==> src/hdl/gcsu_sat.sv <==
`timescale 1ns / 1ps
module gcsu_sat #(
   parameter int IN_W  = 33,
   parameter int OUT_W = 32
) (
   input  logic signed [IN_W-1:0]  din,
   output logic signed [OUT_W-1:0] dout,
   output logic                    clip
);

   generate
      if (OUT_W >= IN_W) begin : g_widen
         assign dout = OUT_W'(din);
         assign clip = 1'b0;
      end else begin : g_narrow
         logic [IN_W-OUT_W:0] top_bits;
         logic                fits;

         // The value fits when every bit above the target sign bit repeats it.
         assign top_bits = din[IN_W-1:OUT_W-1];
         assign fits     = (&top_bits) | ~(|top_bits);
         assign clip     = ~fits;

         always_comb begin
            if (fits) begin
               dout = din[OUT_W-1:0];
            end else if (din[IN_W-1]) begin
               dout = {1'b1, {(OUT_W-1){1'b0}}};
            end else begin
               dout = {1'b0, {(OUT_W-1){1'b1}}};
            end
         end
      end
   endgenerate

endmodule

==> config.mk <==
export PLATFORM = sky130hd
export DESIGN_NAME = gcsu_sat
export DESIGN_NICKNAME = d
export VERILOG_FILES = /design/src/hdl/gcsu_sat.sv
export SDC_FILE = /design/constraint.sdc
export NUM_CORES = 1
export LEC_CHECK = 0
export ABC_AREA = 1
export BUFFER_PORTS_ARGS = -buffer_cell sky130_fd_sc_hd__buf_2
export CAP_MARGIN = 20
export CORE_MARGIN = 5
export CORE_UTILIZATION = 38
export DETAILED_ROUTE_END_ITERATION = 10
export PLACE_DENSITY = 0.89
export SYNTH_ARGS = -nofsm -noshare
export SYNTH_HDL_FRONTEND = slang
export SYNTH_SLANG_ARGS = --single-unit
==> constraint.sdc <==
create_clock -name vclk -period 2
set_input_delay 0.4 -clock vclk [all_inputs]
set_output_delay 0.4 -clock vclk [all_outputs]
set_load 0.03 [all_outputs]
==> impl_metrics.py <==
metrics = {
    "setup_path": {
        "crit_fanout": 38,
        "endpoint_kind": "primary output",
        "timing.setup.critical_path_class": "in -> out",
        "cp.arrival_ps": 1510,
        "start_kind": "input port",
        "worstSetupStartpoint": "din[32]",
        "worstPathRequired_ps": 1600,
    },
    "die": {
        "fp.dieArea_sq_mm": 0.002393,
        "die_h_microns": 48.92,
        "start_util_pct": 39.12,
        "die_w_microns": 48.92,
        "pin_count": 66,
        "rows": 14,
        "coreArea_sq_mm": 0.001471,
    },
    "grt": {
        "grtUsageTotal_pct": 13.72,
        "grt_max_degree": 39,
        "antenna_found_initial": 0,
        "grt_overflow": 0,
        "grt_pass1_vias": 689,
        "grt_pass1_wl_mm": 2.863,
    },
    "detailed_routing": {
        "num_vias": 713,
        "antenna_left": 0,
        "dr.pass1.iters": 2,
        "top_layer": "met3",
        "drc_errors": 0,
        "wl_met2_microns": 867,
        "wl_met3_microns": 132,
        "wl_per_cell_microns": 10.90,
        "viasPerCell": 4.660,
        "drt_iter0_drc": 4,
        "routedLengthMet1_microns": 667,
        "finalWirelength_mm": 1.667,
    },
    "logic_synthesis": {
        "yosysSeqAreaShare_pct": 0,
        "synth.avg_cell_area_sq_um": 7.475,
        "synth_top_area_cell": "o21ai_2",
        "ys_warn_count": 0,
        "syn_area_sq_um": 575.6,
        "yosysUniqueCellTypes": 9,
        "synth.area.top_cells": "o21ai_2 (47%), nand2_1 (15%), buf_6 (14%)",
        "synth_nets": 112,
        "netlist_instances": 77,
        "synth_top_area_share_pct": 47.17,
    },
    "layout": {
        "final_cell_count_no_fill": 153,
        "seq_area_sq_um": 0,
        "diodes": 0,
        "fillers": 142,
        "nFlopsAndLatches": 0,
        "drive_gt1_share_pct": 81.02,
        "fin_nets": 174,
        "n_clock_buffer": 0,
        "area_growth_pct": 48.48,
        "multiInputGateArea_sq_um": 441.7,
    },
    "sta": {
        "finalHoldViolations": 0,
        "final.setup.tns_ps": 0,
        "grt_setup_unrepaired": "no",
        "fin_crit_sh_pct": 95.65,
        "fmax_ghz": 0.5227,
        "final_max_slew_viol_count": 0,
        "min_period_ps": 1913,
        "tightest_slew_ps": 305.9,
        "slew-limit-headroom_pct": 79.61,
        "finalSetupViolCount": 0,
    },
    "worst_hold_path": {
        "hold_path.class": "in -> out",
        "holdPathStages": 4,
        "hold-path-endpoint": "dout[21]",
        "hold_start": "din[21]",
    },
    "place": {
        "portBuffers": 66,
        "dpl.hpwl_mm": 1.423,
        "place_inst": 153,
        "gp_congestion": 0.6761,
    },
    "clock_tree": {
        "postCtsHoldBufs": 0,
        "post_cts_buffers": 0,
        "cts_resized": 0,
    },
    "run": {
        "drv_cap": 0,
    },
    "power_and_ir_drop": {
        "p_leak_nw": 0.4786,
        "power_density_mw_per_mm2": 516.1,
        "ir_worst_vdd_v": 0.0003152,
        "power_w": 0.0004410,
    },
    "outcome": {
        "outcome": "finished clean",
    },
}
==> per-layer routing <==
layer / vias up / global-route usage, %
met5: - / 0
met4: 0 / 0
met3: 0 / 0.9174
met2: 36 / 26.96
met1: 298 / 16.85
li1: 379 / -
==> critical path, cell delays in order <==
cell     delay (ps)
buf_2           120
ha_2            380
buf_12          240
nand2_1         100
o21ai_2          70
buf_2           210
==> cell type report <==
class	count	area share [%]
tap	16	2.343
multi-input combinational	65	51.68
inverter	2	0.8785
timing repair buffer	70	45.10
==> through the flow <==
step	hold slack [ps]	area (sq um)	utilization [%]	setup slack [ps]
detailed placement	1154	854.6	58.08	80.67
global placement	1149	854.6	58.08	130.8
global route	1173	854.6	58.08	18.07
floorplan	909.7	575.6	-	296.6
finish	1152	854.6	58.08	87.03
CTS	1154	854.6	58.08	75.92
==> Yosys cell counts <==
master,number
buf_6,7
o21ai_2,31
nand2_2,8
buf_12,1
or2_2,1
inv_1,2
ha_1,2
nand2_1,23
buf_8,2
==> cell families (layout without fill, tap and decap cells) <==
group                    after synthesis  count (layout)  synth area share, %
adder cells (fa/ha/maj)                2               2                4.347
AO/OA/AOI/OAI                         31              31                47.17
AND/OR/NAND/NOR                       32              32                24.78
buffers and inverters                 12              72                23.70
==> how the worst max path moves through the flow <==
stage                to  slack (ps)  cells past startpoint
2_1_floorplan  dout[10]         300                      5
3_3_place_gp   dout[30]         130                      6
3_5_place_dp    dout[0]          80                      6
4_1_cts         dout[0]          80                      6
5_1_grt        dout[15]          20                      6
6_report        dout[0]          90                      6
==> power by group <==
part	internal [W]	switching [W]
clock network	0	0
registers	0	0
logic	0.000144	0.000297
total	0.000144	0.000297
==> layout by cell type (no fill, tap or decap), drive strengths merged <==
cell,Yosys,final
buf,10,70
ha,2,2
inv,2,2
nand2,31,31
o21ai,31,31
or2,1,1
(Power assumes the default switching activity.)
