===== src/hdl/gcsu_sat.sv =====
`timescale 1ns / 1ps
module gcsu_sat #(
   parameter int IN_W  = 33,
   parameter int OUT_W = 32
) (
   input  logic signed [IN_W-1:0]  din,
   output logic signed [OUT_W-1:0] dout,
   output logic                    clip
);

   generate
      if (OUT_W >= IN_W) begin : g_widen
         assign dout = OUT_W'(din);
         assign clip = 1'b0;
      end else begin : g_narrow
         logic [IN_W-OUT_W:0] top_bits;
         logic                fits;

         // The value fits when every bit above the target sign bit repeats it.
         assign top_bits = din[IN_W-1:OUT_W-1];
         assign fits     = (&top_bits) | ~(|top_bits);
         assign clip     = ~fits;

         always_comb begin
            if (fits) begin
               dout = din[OUT_W-1:0];
            end else if (din[IN_W-1]) begin
               dout = {1'b1, {(OUT_W-1){1'b0}}};
            end else begin
               dout = {1'b0, {(OUT_W-1){1'b1}}};
            end
         end
      end
   endgenerate

endmodule


===== src/hdl/gcsu_mul.sv =====
`timescale 1ns / 1ps
module gcsu_mul #(
   parameter int A_W   = 32,
   parameter int B_W   = 32,
   parameter int SHIFT = 16,
   parameter int OUT_W = 32
) (
   input  logic signed [A_W-1:0]   a,
   input  logic signed [B_W-1:0]   b,
   output logic signed [OUT_W-1:0] p,
   output logic                    clip
);

   localparam int P_W = A_W + B_W;

   logic signed [P_W-1:0] prod;
   logic signed [P_W-1:0] shifted;

   // Arithmetic shift of the full product rounds toward minus infinity.
   assign prod    = P_W'(a) * P_W'(b);
   assign shifted = prod >>> SHIFT;

   gcsu_sat #(.IN_W(P_W), .OUT_W(OUT_W)) u_sat (
      .din  (shifted),
      .dout (p),
      .clip (clip)
   );

endmodule


===== config.mk =====
export PLATFORM = sky130hd
export DESIGN_NAME = gcsu_mul
export DESIGN_NICKNAME = d
export VERILOG_FILES = /design/src/hdl/gcsu_sat.sv /design/src/hdl/gcsu_mul.sv
export SDC_FILE = /design/constraint.sdc
export NUM_CORES = 2
export LEC_CHECK = 0
export BUFFER_PORTS_ARGS = -buffer_cell sky130_fd_sc_hd__buf_2
export CORE_AREA = 2 2 291 293
export DETAILED_ROUTE_END_ITERATION = 12
export DIE_AREA = 0 0 293 295
export GPL_ROUTABILITY_DRIVEN = 0
export GPL_TIMING_DRIVEN = 0
export MAX_ROUTING_LAYER = met4
export PLACE_DENSITY = 0.7
export REMOVE_ABC_BUFFERS = 1
export SLEW_MARGIN = 20
export SYNTH_ARGS = -nofsm -noshare
export SYNTH_HDL_FRONTEND = slang
export SYNTH_SLANG_ARGS = --single-unit

===== constraint.sdc =====
create_clock -name vclk -period 10.1
set_input_delay 0.505 -clock vclk [all_inputs]
set_output_delay 0.505 -clock vclk [all_outputs]
set_load 0.1 [all_outputs]

==> report_table.html <==
<table>
<tr><th>Metric</th><th>Value</th></tr>
<tr><th colspan="2">Place</th></tr>
<tr><td>Place WS</td><td>-2.31 ns</td></tr>
<tr><td>Number of cells after detailed placement</td><td>4997</td></tr>
<tr><td>Detail Placement HPWL</td><td>78.3 mm</td></tr>
<tr><td>Count of port buffers added during placement</td><td>97</td></tr>
<tr><th colspan="2">Timing</th></tr>
<tr><td>Slew @ Worst Pin</td><td>0.872 ns</td></tr>
<tr><td>Endpoints failing setup</td><td>0</td></tr>
<tr><td>Max-Slew Margin vs Limit</td><td>41.8%</td></tr>
<tr><td>Crit path setup slack, layout</td><td>0.131 ns</td></tr>
<tr><td>WHS</td><td>2.46 ns</td></tr>
<tr><td>Period minus WS final</td><td>9.97 ns</td></tr>
<tr><td>Number of endpoints with negative hold slack in the final report</td><td>0</td></tr>
<tr><td>Setup tns final</td><td>0 ns</td></tr>
<tr><td>Fraction of the cycle the final worst path needs</td><td>98.7%</td></tr>
<tr><td>Total count of max-transition violations in the final report</td><td>0</td></tr>
<tr><td>Fmax</td><td>100 MHz</td></tr>
<tr><th colspan="2">Yosys</th></tr>
<tr><td>Post-Syn Area per Cell</td><td>9.17 µm²</td></tr>
<tr><td>Cell Area, Synth</td><td>0.0371 mm²</td></tr>
<tr><td>Total number of yosys warnings</td><td>0</td></tr>
<tr><td>Cell count after synthesis</td><td>4049</td></tr>
<tr><td>Sequential-to-total area share from yosys stat</td><td>0%</td></tr>
<tr><td>Distinct cells, synth</td><td>68</td></tr>
<tr><th colspan="2">Clock tree</th></tr>
<tr><td>Number of buffers inserted by hold repair at cts</td><td>0</td></tr>
<tr><th colspan="2">Route</th></tr>
<tr><td>Iteration-0 DRC count of the detailed router</td><td>1726</td></tr>
<tr><td>Post-detailed-route wirelength per cell</td><td>19.3 µm</td></tr>
<tr><td>Vias per Instance</td><td>5.41</td></tr>
<tr><td>DRC violation count after routing</td><td>0</td></tr>
<tr><td>Routed Antenna Nets</td><td>0</td></tr>
<tr><td>First-pass iteration count of the detailed router</td><td>5</td></tr>
<tr><td>Number of vias after detailed routing</td><td>27273</td></tr>
<tr><td>Wire length reported by the detailed router</td><td>97.4 mm</td></tr>
<tr><th colspan="2">Worst hold path</th></tr>
<tr><td>Hold path cells</td><td>8</td></tr>
<tr><td>Worst min-delay path class</td><td>in -&gt; out</td></tr>
<tr><th colspan="2">Critical path</th></tr>
<tr><td>Most common cell on crit path</td><td>sky130_fd_sc_hd__fa_1</td></tr>
<tr><td>Arrival time at the worst endpoint</td><td>9.46 ns</td></tr>
<tr><td>Endpoint class of the critical path</td><td>output pin</td></tr>
<tr><td>Maximum fanout along the worst path</td><td>32</td></tr>
<tr><td>WS Path Type</td><td>in -&gt; out</td></tr>
<tr><td>Stage delay of the slowest cell on the critical path</td><td>0.70 ns</td></tr>
<tr><td>Startpoint types</td><td>input pin</td></tr>
<tr><td>Cell at the slowest stage of the critical path</td><td>sky130_fd_sc_hd__fa_2</td></tr>
<tr><td>Worst Path Required</td><td>9.60 ns</td></tr>
<tr><th colspan="2">Final layout</th></tr>
<tr><td>Filler cell count</td><td>7775</td></tr>
<tr><td>Diode count</td><td>0</td></tr>
<tr><td>Number of clock buffers in the layout</td><td>0</td></tr>
<tr><td>Count of non-filler cells in the finished layout</td><td>5039</td></tr>
<tr><td>Area delta synth-&gt;final</td><td>6.02%</td></tr>
<tr><td>Ratio of cells with drive above 1 in the final layout</td><td>5.81%</td></tr>
<tr><td>Commonest non-fill, non-tap cells in the layout</td><td>1074 x sky130_fd_sc_hd__fa_1, 921 x sky130_fd_sc_hd__inv_1, 556 x sky130_fd_sc_hd__nand2_1</td></tr>
<tr><td>Number of nets in the final layout</td><td>5286</td></tr>
<tr><td>Area occupied by registers</td><td>0 µm²</td></tr>
<tr><td>Most common cell after layout, fill and taps aside</td><td>sky130_fd_sc_hd__fa_1</td></tr>
<tr><td>FF+latch count</td><td>0</td></tr>
<tr><th colspan="2">Floorplanning</th></tr>
<tr><td>Initial standard-cell utilization of the core</td><td>44.6%</td></tr>
<tr><td>Number of core rows</td><td>106</td></tr>
<tr><td>Total Die Area</td><td>0.0864 mm²</td></tr>
<tr><td>Die outline height</td><td>295 µm</td></tr>
<tr><td>Core footprint</td><td>0.0832 mm²</td></tr>
<tr><td>Overall die width</td><td>293 µm</td></tr>
<tr><td>I/O pins</td><td>97</td></tr>
<tr><th colspan="2">GRT</th></tr>
<tr><td>Total gr overflow</td><td>0</td></tr>
<tr><td>Maximum number of pins on one net before global-route repair</td><td>33</td></tr>
<tr><td>Wire length of the first global-routing pass</td><td>162 mm</td></tr>
<tr><td>Number of antenna violations at the first check in global routing</td><td>0</td></tr>
<tr><td>Combined global-route utilization of all metal layers</td><td>24.3%</td></tr>
<tr><td>Vias in the first global route</td><td>30369</td></tr>
<tr><th colspan="2">Run status</th></tr>
<tr><td>Outcome</td><td>finished clean</td></tr>
<tr><th colspan="2">Job</th></tr>
<tr><td>Max-cap violation count</td><td>0</td></tr>
</table>
-- synthesized netlist by cell type, drive strengths merged, types with 12 or more instances --
| master | n | area (µm²) |
|---|---|---|
| clkbuf | 212 | 796 |
| xor2 | 20 | 175 |
| nor3 | 30 | 150 |
| and2 | 508 | 3180 |
| buf | 18 | 109 |
| o21ai | 62 | 314 |
| xnor2 | 30 | 263 |
| a211oi | 15 | 123 |
| o211ai | 12 | 90.1 |
| a21oi | 80 | 423 |
| nand3 | 17 | 85.1 |
| nand4 | 37 | 238 |
| inv | 926 | 3480 |
| nor2 | 84 | 315 |
| fa | 1081 | 21600 |
| nand2 | 558 | 2090 |
| a21o | 35 | 263 |
| ha | 180 | 2250 |
| o21a | 15 | 113 |
-- stage by stage --
| step | instance area (µm²) | util [%] |
|---|---|---|
| after global routing | 39300 | 47.3 |
| after CTS | 38600 | 46.4 |
| after detailed placement | 38100 | 45.8 |
| final | 39300 | 47.3 |
| after global placement | 38000 | 45.7 |
| after floorplan | 36200 | - |
-- path summary, 6_finish.rpt --
path / slack (ns) / startpoint / to
max: 0.13 / b[8] / p[1]
min: 2.46 / b[0] / p[2]
-- area by class of cell --
class,instances,area (µm²),share of cell area [%]
Multi-Input combinational cell,2895,33200,84.4
Tap cell,1080,1350,3.43
Inverter,926,3490,8.86
Timing Repair Buffer,138,1300,3.30
-- worst max-delay path, delay by kind of cell --
family | cells | cell delay, ns
and+or+nand+nor | 4 | 1.25
buffers and inverters | 8 | 1.27
adders and majority gates | 9 | 4.65
AOI/OAI and AO/OA | 7 | 1.73
-- logic make-up after synthesis --
| logic type | share of synthesized area [%] |
|---|---|
| fa+ha+maj | 64.4 |
| buf+inv | 11.8 |
| simple gates | 17.4 |
| xor+xnor | 1.18 |
| mux | 0.0843 |
| compound gates | 5.12 |
-- metal layers --
metal / vias to the layer above / routed length, µm / track usage (%)
met4: 0 / 2440 / 5.05
met3: 189 / 5480 / 1.79
li1: 11617 / - / -
met1: 14557 / 41200 / 32.5
met2: 910 / 48300 / 40.9
met5: - / 0 / -
-- timing repair --
item	CTS	global route
gates resized for setup	90	161
endpoints found under the setup margin	33	33
buffers inserted	21	17
pin swaps	9	15
gates cloned	1	3
Power is not shown: default switching activity piles up to over one toggle a cycle in this logic, so the estimate is an artifact.
