==> src/hdl/gcsu_pkg.sv <==
`timescale 1ns / 1ps
package gcsu_pkg;

   localparam int DEF_VALUE_WIDTH    = 32;
   localparam int DEF_FRAC_BITS      = 16;
   // Scale of the register factors (spacing, time step, edge weight).
   localparam int SPEC_FRAC          = 16;
   localparam int TAP_W              = 32;
   localparam int SPACING_W          = 24;
   localparam int STEP_W             = 17;
   localparam int WEIGHT_W           = 17;
   localparam int CSR_INDEX_W        = 2;
   localparam int CSR_DATA_W         = 24;
   localparam int DIV_BITS_PER_STAGE = 4;
   localparam int FRONT_STAGES       = 5;
   localparam int TAIL_STAGES        = 4;

   localparam logic [SPACING_W-1:0] INV_SPACING_RESET = 24'd65536;
   localparam logic [STEP_W-1:0]    TIME_STEP_RESET   = 17'd6554;

   typedef enum logic [CSR_INDEX_W-1:0] {
      CSR_INV_SPACING_X = 2'd0,
      CSR_INV_SPACING_Y = 2'd1,
      CSR_TIME_STEP     = 2'd2
   } csr_index_type;

   typedef struct packed {
      logic valid;
      logic clip;
   } stage_ctl_type;

endpackage

==> src/hdl/gcsu_div.sv <==
`timescale 1ns / 1ps
module gcsu_div import gcsu_pkg::*; #(
   parameter int VALUE_WIDTH = DEF_VALUE_WIDTH,
   parameter int FRAC_BITS   = DEF_FRAC_BITS,
   parameter int SIDE_W      = 1
) (
   input  logic                          clock,
   input  logic                          reset,
   input  logic                          adv,
   input  stage_ctl_type                 in_ctl,
   input  logic signed [VALUE_WIDTH-1:0] num,
   input  logic signed [VALUE_WIDTH-1:0] den,
   input  logic [SIDE_W-1:0]             side_in,
   output stage_ctl_type                 out_ctl,
   output logic [VALUE_WIDTH-1:0]        quo,
   output logic                          neg,
   output logic [SIDE_W-1:0]             side_out
);

   localparam int W      = VALUE_WIDTH;
   localparam int K      = DIV_BITS_PER_STAGE;
   localparam int STAGES = (W + K - 1) / K;

   logic [W-1:0] mag;
   logic [W-1:0] rem_entry;
   logic [W-1:0] dvd_entry;

   // The dividend is |num| with FRAC_BITS zeros appended. The quotient fits in W bits
   // because the divisor is at least one, so the top FRAC_BITS dividend bits start
   // out as the partial remainder and the rest are shifted in one per step.
   assign mag       = num[W-1] ? W'(-num) : W'(num);
   assign rem_entry = mag >> (W - FRAC_BITS);
   assign dvd_entry = mag << FRAC_BITS;

   stage_ctl_type     ctl_ff  [STAGES];
   logic [W-1:0]      rem_ff  [STAGES];
   logic [W-1:0]      dvd_ff  [STAGES];
   logic [W-1:0]      quo_ff  [STAGES];
   logic [W-1:0]      den_ff  [STAGES];
   logic              neg_ff  [STAGES];
   logic [SIDE_W-1:0] side_ff [STAGES];

   generate
      for (genvar s = 0; s < STAGES; s++) begin : g_stage
         stage_ctl_type     ctl_src;
         logic [W-1:0]      rem_src, dvd_src, quo_src, den_src;
         logic              neg_src;
         logic [SIDE_W-1:0] side_src;
         logic [W-1:0]      rem_in, dvd_in, quo_in;

         if (s == 0) begin : g_first
            assign ctl_src  = in_ctl;
            assign rem_src  = rem_entry;
            assign dvd_src  = dvd_entry;
            assign quo_src  = '0;
            assign den_src  = den;
            assign neg_src  = num[W-1];
            assign side_src = side_in;
         end else begin : g_next
            assign ctl_src  = ctl_ff[s-1];
            assign rem_src  = rem_ff[s-1];
            assign dvd_src  = dvd_ff[s-1];
            assign quo_src  = quo_ff[s-1];
            assign den_src  = den_ff[s-1];
            assign neg_src  = neg_ff[s-1];
            assign side_src = side_ff[s-1];
         end

         always_comb begin
            logic [W:0]   trial;
            logic [W-1:0] r;
            logic [W-1:0] d;
            logic [W-1:0] q;
            r     = rem_src;
            d     = dvd_src;
            q     = quo_src;
            trial = '0;
            for (int k = 0; k < K; k++) begin
               if (s * K + k < W) begin
                  trial = {r, d[W-1]};
                  d     = d << 1;
                  if (trial >= {1'b0, den_src}) begin
                     trial = trial - {1'b0, den_src};
                     q     = {q[W-2:0], 1'b1};
                  end else begin
                     q     = {q[W-2:0], 1'b0};
                  end
                  r = trial[W-1:0];
               end
            end
            rem_in = r;
            dvd_in = d;
            quo_in = q;
         end

         always_ff @(posedge clock) begin
            if (reset) begin
               ctl_ff[s] <= '0;
            end else if (adv) begin
               ctl_ff[s] <= ctl_src;
            end
         end

         always_ff @(posedge clock) begin
            if (adv) begin
               rem_ff[s]  <= rem_in;
               dvd_ff[s]  <= dvd_in;
               quo_ff[s]  <= quo_in;
               den_ff[s]  <= den_src;
               neg_ff[s]  <= neg_src;
               side_ff[s] <= side_src;
            end
         end
      end
   endgenerate

   assign out_ctl  = ctl_ff[STAGES-1];
   assign quo      = quo_ff[STAGES-1];
   assign neg      = neg_ff[STAGES-1];
   assign side_out = side_ff[STAGES-1];

endmodule

==> config.mk <==
export PLATFORM = sky130hd
export DESIGN_NAME = gcsu_div
export DESIGN_NICKNAME = d
export VERILOG_FILES = /design/src/hdl/gcsu_pkg.sv /design/src/hdl/gcsu_div.sv
export SDC_FILE = /design/constraint.sdc
export NUM_CORES = 2
export LEC_CHECK = 0
export ABC_CLOCK_PERIOD_IN_PS = 22100
export BUFFER_PORTS_ARGS = -buffer_cell sky130_fd_sc_hd__clkbuf_2
export CAP_MARGIN = 0
export CORE_ASPECT_RATIO = 2
export CORE_UTILIZATION = 58
export DETAILED_ROUTE_END_ITERATION = 8
export PLACE_DENSITY = 0.72
export SYNTH_ARGS = -nofsm -noshare
export SYNTH_HDL_FRONTEND = slang
export SYNTH_SLANG_ARGS = --single-unit
==> constraint.sdc <==
create_clock -name clock -period 22.1 [get_ports clock]
set_input_delay 0 -clock clock [delete_from_list [all_inputs] [get_ports clock]]
set_output_delay 0 -clock clock [all_outputs]
set_load 0.05 [all_outputs]
==> results of run 1 <==
[stage by stage]
stage          cell area, sq um   util  cells  hold WS (ns)
2_1_floorplan             81000      -   9413        0.0989
3_3_place_gp              83500  0.603  11200         0.180
3_5_place_dp              83500  0.603  11200         0.183
4_1_cts                   86400  0.625  11400       0.00158
[cell families after synthesis]
| kind of cell | Yosys count |
|---|---|
| multiplexers | 496 |
| XOR/XNOR | 821 |
| adder cells (fa/ha/maj) | 1018 |
| AND/OR/NAND/NOR | 2569 |
| AO/OA/AOI/OAI | 3065 |
| buffers and inverters | 796 |
| flip-flops | 648 |
[metal layers]
metal | GRT overflow | GRT usage
met2 | 1069 | 0.947
met5 | 1 | 0.182
met3 | 23 | 0.470
met1 | 7 | 0.605
met4 | 535 | 0.794
==> impl_metrics.py, run 1 <==
metrics = {
    "cts": {
        "clockBufferDepth": 3,
        "cts_root_buf": "clkbuf_16",
        "cts_inserted_buffers": 69,
        "htreeDepth": 3,
        "cts_hold_buf": 58,
        "cts_sinks": 648,
        "cts.repair.resized": 0,
        "post_cts_buffers": 0,
    },
    "synthesis": {
        "async_flop_share": 0,
        "syn_nets": 10500,
        "yosysSeqAreaShare": 0.240,
        "synth-seq-cells": 648,
        "synth_top_family_by_area": "compound AO/OA/AOI/OAI gates",
        "synth-adder-area-share": 0.159,
        "synth_area_leaders": "edfxtp_1, ha_1, xnor2_1",
        "synthXorXnorAreaFrac": 0.0888,
        "muxShareOfSynthArea": 0.0696,
        "yosysUniqueCellTypes": 118,
        "ys_warn_count": 0,
        "yosys.cell_count.top_type": "ha_1",
        "synthTopCellsByCount": "ha_1, a21oi_1, nand2_1, edfxtp_1, o21ai_0",
        "syn_area_per_cell_sq_um": 8.60,
        "synth-simple-area-share": 0.156,
        "synth_top_area_cell": "edfxtp_1",
        "yosysTopAreaCellShare": 0.240,
        "synth_edf_count": 648,
        "syn_area_sq_um": 81000,
        "synth-main-ff-cell": "edfxtp_1",
        "syn_inst": 9413,
        "synth_compound_area_frac": 0.247,
    },
    "place": {
        "hpwlAfterDp_um": 299000,
        "preCtsSetupSlack_ns": 5.13,
        "io_buffer_count": 105,
        "place_congestion": 1.23,
    },
    "grt": {
        "grt_pass1_wl_um": 734000,
        "grt_pass1_vias": 95000,
        "grt_usage": 0.686,
        "grt_max_degree": 91,
        "grt-ovfl-total": 1635,
    },
    "floorplan": {
        "start_util": 0.585,
        "fp-row-count": 193,
        "die_h_um": 530,
        "num_io_pins": 106,
        "die_w_um": 266,
    },
    "run_status": {
        "firstError": "[ERROR GRT-0116] Global routing finished with congestion. Check the congestion regions in the DRC Viewer.",
        "status": "did not finish",
        "lastStage": "global routing",
    },
}
==> inputs of run 2 (changes only) <==
--- a/config.mk
+++ b/config.mk
@@ -8,10 +8,9 @@
 export ABC_CLOCK_PERIOD_IN_PS = 22100
 export BUFFER_PORTS_ARGS = -buffer_cell sky130_fd_sc_hd__clkbuf_2
 export CAP_MARGIN = 0
-export CORE_ASPECT_RATIO = 2
-export CORE_UTILIZATION = 58
+export CORE_UTILIZATION = 40
 export DETAILED_ROUTE_END_ITERATION = 8
-export PLACE_DENSITY = 0.72
+export PLACE_DENSITY_LB_ADDON = 0.15
 export SYNTH_ARGS = -nofsm -noshare
 export SYNTH_HDL_FRONTEND = slang
 export SYNTH_SLANG_ARGS = --single-unit
==> run 2 against run 1 <==
The flow now finishes without violations. Area after synthesis did not move. Synthesized cell count did not move.
==> impl_metrics.py, run 2 <==
metrics = {
    "worst_hold_path": {
        "min_from": "den[5]",
        "min_to": "den_ff[0][5]",
        "holdPathStages": 2,
        "hold_class": "input port to register",
    },
    "route": {
        "vias": 73500,
        "ant_nets": 0,
        "routed_wl_um": 286000,
        "drc": 0,
        "via_per_inst": 6.02,
        "avgRoutedWirePerCell_um": 23.4,
        "drt_pre_antenna_iters": 7,
        "drt_iter0_drc": 5804,
    },
    "synthesis": {
        "synth_area_leaders": "edfxtp_1, ha_1, xnor2_1",
        "synth_edf_count": 648,
        "synth-adder-area-share": 0.159,
        "yosys.cell_count.top_type": "ha_1",
        "synth_top_family_by_area": "compound AO/OA/AOI/OAI gates",
        "synth-simple-area-share": 0.156,
        "synthTopCellsByCount": "ha_1, a21oi_1, nand2_1, edfxtp_1, o21ai_0",
        "muxShareOfSynthArea": 0.0696,
        "syn_nets": 10500,
        "synth_top_area_cell": "edfxtp_1",
        "syn_area_sq_um": 81000,
        "synth-seq-cells": 648,
        "synth-main-ff-cell": "edfxtp_1",
        "syn_inst": 9413,
        "yosysTopAreaCellShare": 0.240,
        "ys_warn_count": 0,
        "synthXorXnorAreaFrac": 0.0888,
        "yosysSeqAreaShare": 0.240,
        "syn_area_per_cell_sq_um": 8.60,
        "synth_compound_area_frac": 0.247,
        "async_flop_share": 0,
        "yosysUniqueCellTypes": 118,
    },
    "final_layout": {
        "final_common_cell": "ha_1",
        "drive_gt1_frac": 0.0861,
        "area_delta_synth_final_pct": 8.48,
        "final_nets": 10600,
        "n_fill_cell": 19600,
        "layout_common_cells": "ha_1, a21oi_1, nand2_1",
        "reg_top3": "den_ff: 224 flops, rem_ff: 224 flops, quo_ff: 144 flops",
    },
    "worst_setup_path": {
        "startpoint_type": "register",
        "critical_path_class": "register to register",
        "regToRegEndpoint": "rem_ff[2][1]",
        "required_ns": 22.56,
        "crit_path_max_incr_delay_ns": 0.64,
        "reg2reg_depth": 55,
        "cp_slowest_cell": "a221oi_1",
        "path_max_fanout": 70,
        "critPathCaptureType": "register",
        "crit_arrival_ns": 17.12,
        "r2r_slack_ns": 5.44,
        "r2r_start": "den_ff[1][1]",
    },
    "grt": {
        "grt_max_degree": 164,
        "grt-ovfl-total": 0,
        "grt_usage": 0.270,
        "antenna_found_initial": 9,
        "grt_pass1_wl_um": 426000,
        "grt_pass1_vias": 69900,
    },
    "floorplan": {
        "die_w_um": 452,
        "die_h_um": 452,
        "core-area_sq_um": 200000,
        "start_util": 0.404,
        "num_io_pins": 106,
        "fp-row-count": 164,
        "die_area_sq_um": 204000,
    },
    "cts": {
        "cts_inserted_buffers": 81,
        "post_cts_buffers": 0,
        "cts.reportedPaths.clkPinSlew_ns": 0.06,
        "cts_tree": "done",
        "cts_sinks": 648,
        "clock_latency_ns": 0.76,
        "clockBufferDepth": 3,
        "cts_root_buf": "clkbuf_16",
        "cts.repair.resized": 0,
        "htreeDepth": 3,
    },
    "run_status": {
        "status": "finished, final reports clean",
    },
    "place": {
        "io_buffer_count": 105,
        "place_congestion": 0.948,
        "hpwlAfterDp_um": 231000,
    },
    "sta": {
        "worst_clock_skew_ns": 0.0573,
        "fmax_mhz": 60.0,
        "worst_slew_pin_slew_ns": 1.18,
        "min_period_ns": 16.66,
        "drv_slew": 0,
        "slew_headroom": 0.216,
        "period_share": 0.754,
        "finalSetupTns_ns": 0,
        "setup_viol": 0,
        "rsz0062_at_grt": "false",
        "finalHoldViolCount": 0,
    },
    "job": {
        "drv_cap": 0,
    },
}
==> run 2: kinds of logic (layout without fill, tap and decap cells) <==
family                     after synthesis  after routing
AOI/OAI and AO/OA                     3065           3065
and+or+nand+nor                       2569           2569
adders and majority gates             1018           1018
xor gates and xnor gates               821            821
buffers and inverters                  796            941
DFF                                    648            648
muxes                                  496            496
other                                    0              1
==> run 2: how the worst max path moves through the flow <==
stage | start | endpoint | slack, ns | cells after the start
2_1_floorplan | den_ff[2][1] | rem_ff[3][15] | 9.29 | 55
3_3_place_gp | den_ff[1][1] | rem_ff[2][1] | 5.96 | 55
4_1_cts | den_ff[1][1] | rem_ff[2][1] | 5.68 | 55
5_1_grt | den_ff[1][1] | rem_ff[2][1] | 4.36 | 55
6_report | den_ff[1][1] | rem_ff[2][1] | 5.44 | 55
3_5_place_dp | den_ff[1][1] | rem_ff[2][1] | 5.74 | 55
==> run 2: worst max-delay path: cells and delay by family, from the launching register on <==
kind | cells | cell delay [ns]
AND/OR/NAND/NOR | 11 | 2.69
AO/OA/AOI/OAI | 31 | 9.02
flip-flops | 1 | 0.53
adder cells (fa/ha/maj) | 4 | 1.23
buffers and inverters | 9 | 2.78
==> run 2: routing by layer <==
| metal | global-route usage | up-vias | share of wire |
|---|---|---|---|
| met5 | 0 | - | 0.000067 |
| met1 | 0.346 | 35100 | 0.44 |
| met2 | 0.458 | 2205 | 0.47 |
| met4 | 0.124 | 2 | 0.049 |
| li1 | - | 35600 | - |
| met3 | 0.0248 | 528 | 0.046 |
==> run 2: repair_timing <==
action	4_1_cts	5_1_grt
endpoints found under the setup margin	0	0
hold endpoints to repair	157	0
hold buffers	83	0
==> run 2: layout make-up <==
cell class,count,area (sq um),area share
clock buffers,95,2080,0.0237
repair buffers,225,1660,0.0189
clock inverters,52,733,0.00835
inverters,569,2140,0.0244
multi-input cells,7969,58500,0.665
well taps,2656,3320,0.0378
flip-flops and latches,648,19500,0.222
diodes,1,2.50,0.0000285
==> run 2: metrics by stage <==
step	hold slack, ns	util	cells	cell area (sq um)	setup slack (ns)
2_1_floorplan	0.0989	-	9413	81000	9.29
4_1_cts	0.0000570	0.438	12200	87800	5.68
3_5_place_dp	0.191	0.420	12000	84200	5.74
6_report	0.0583	0.438	12200	87800	5.44
3_3_place_gp	0.179	0.420	12000	84200	5.96
5_1_grt	0.0458	0.438	12200	87800	4.36
Power of run 2 is left out: the tool's default activity adds up to more than one toggle a clock period on the data nets, which glitch-free logic cannot reach.
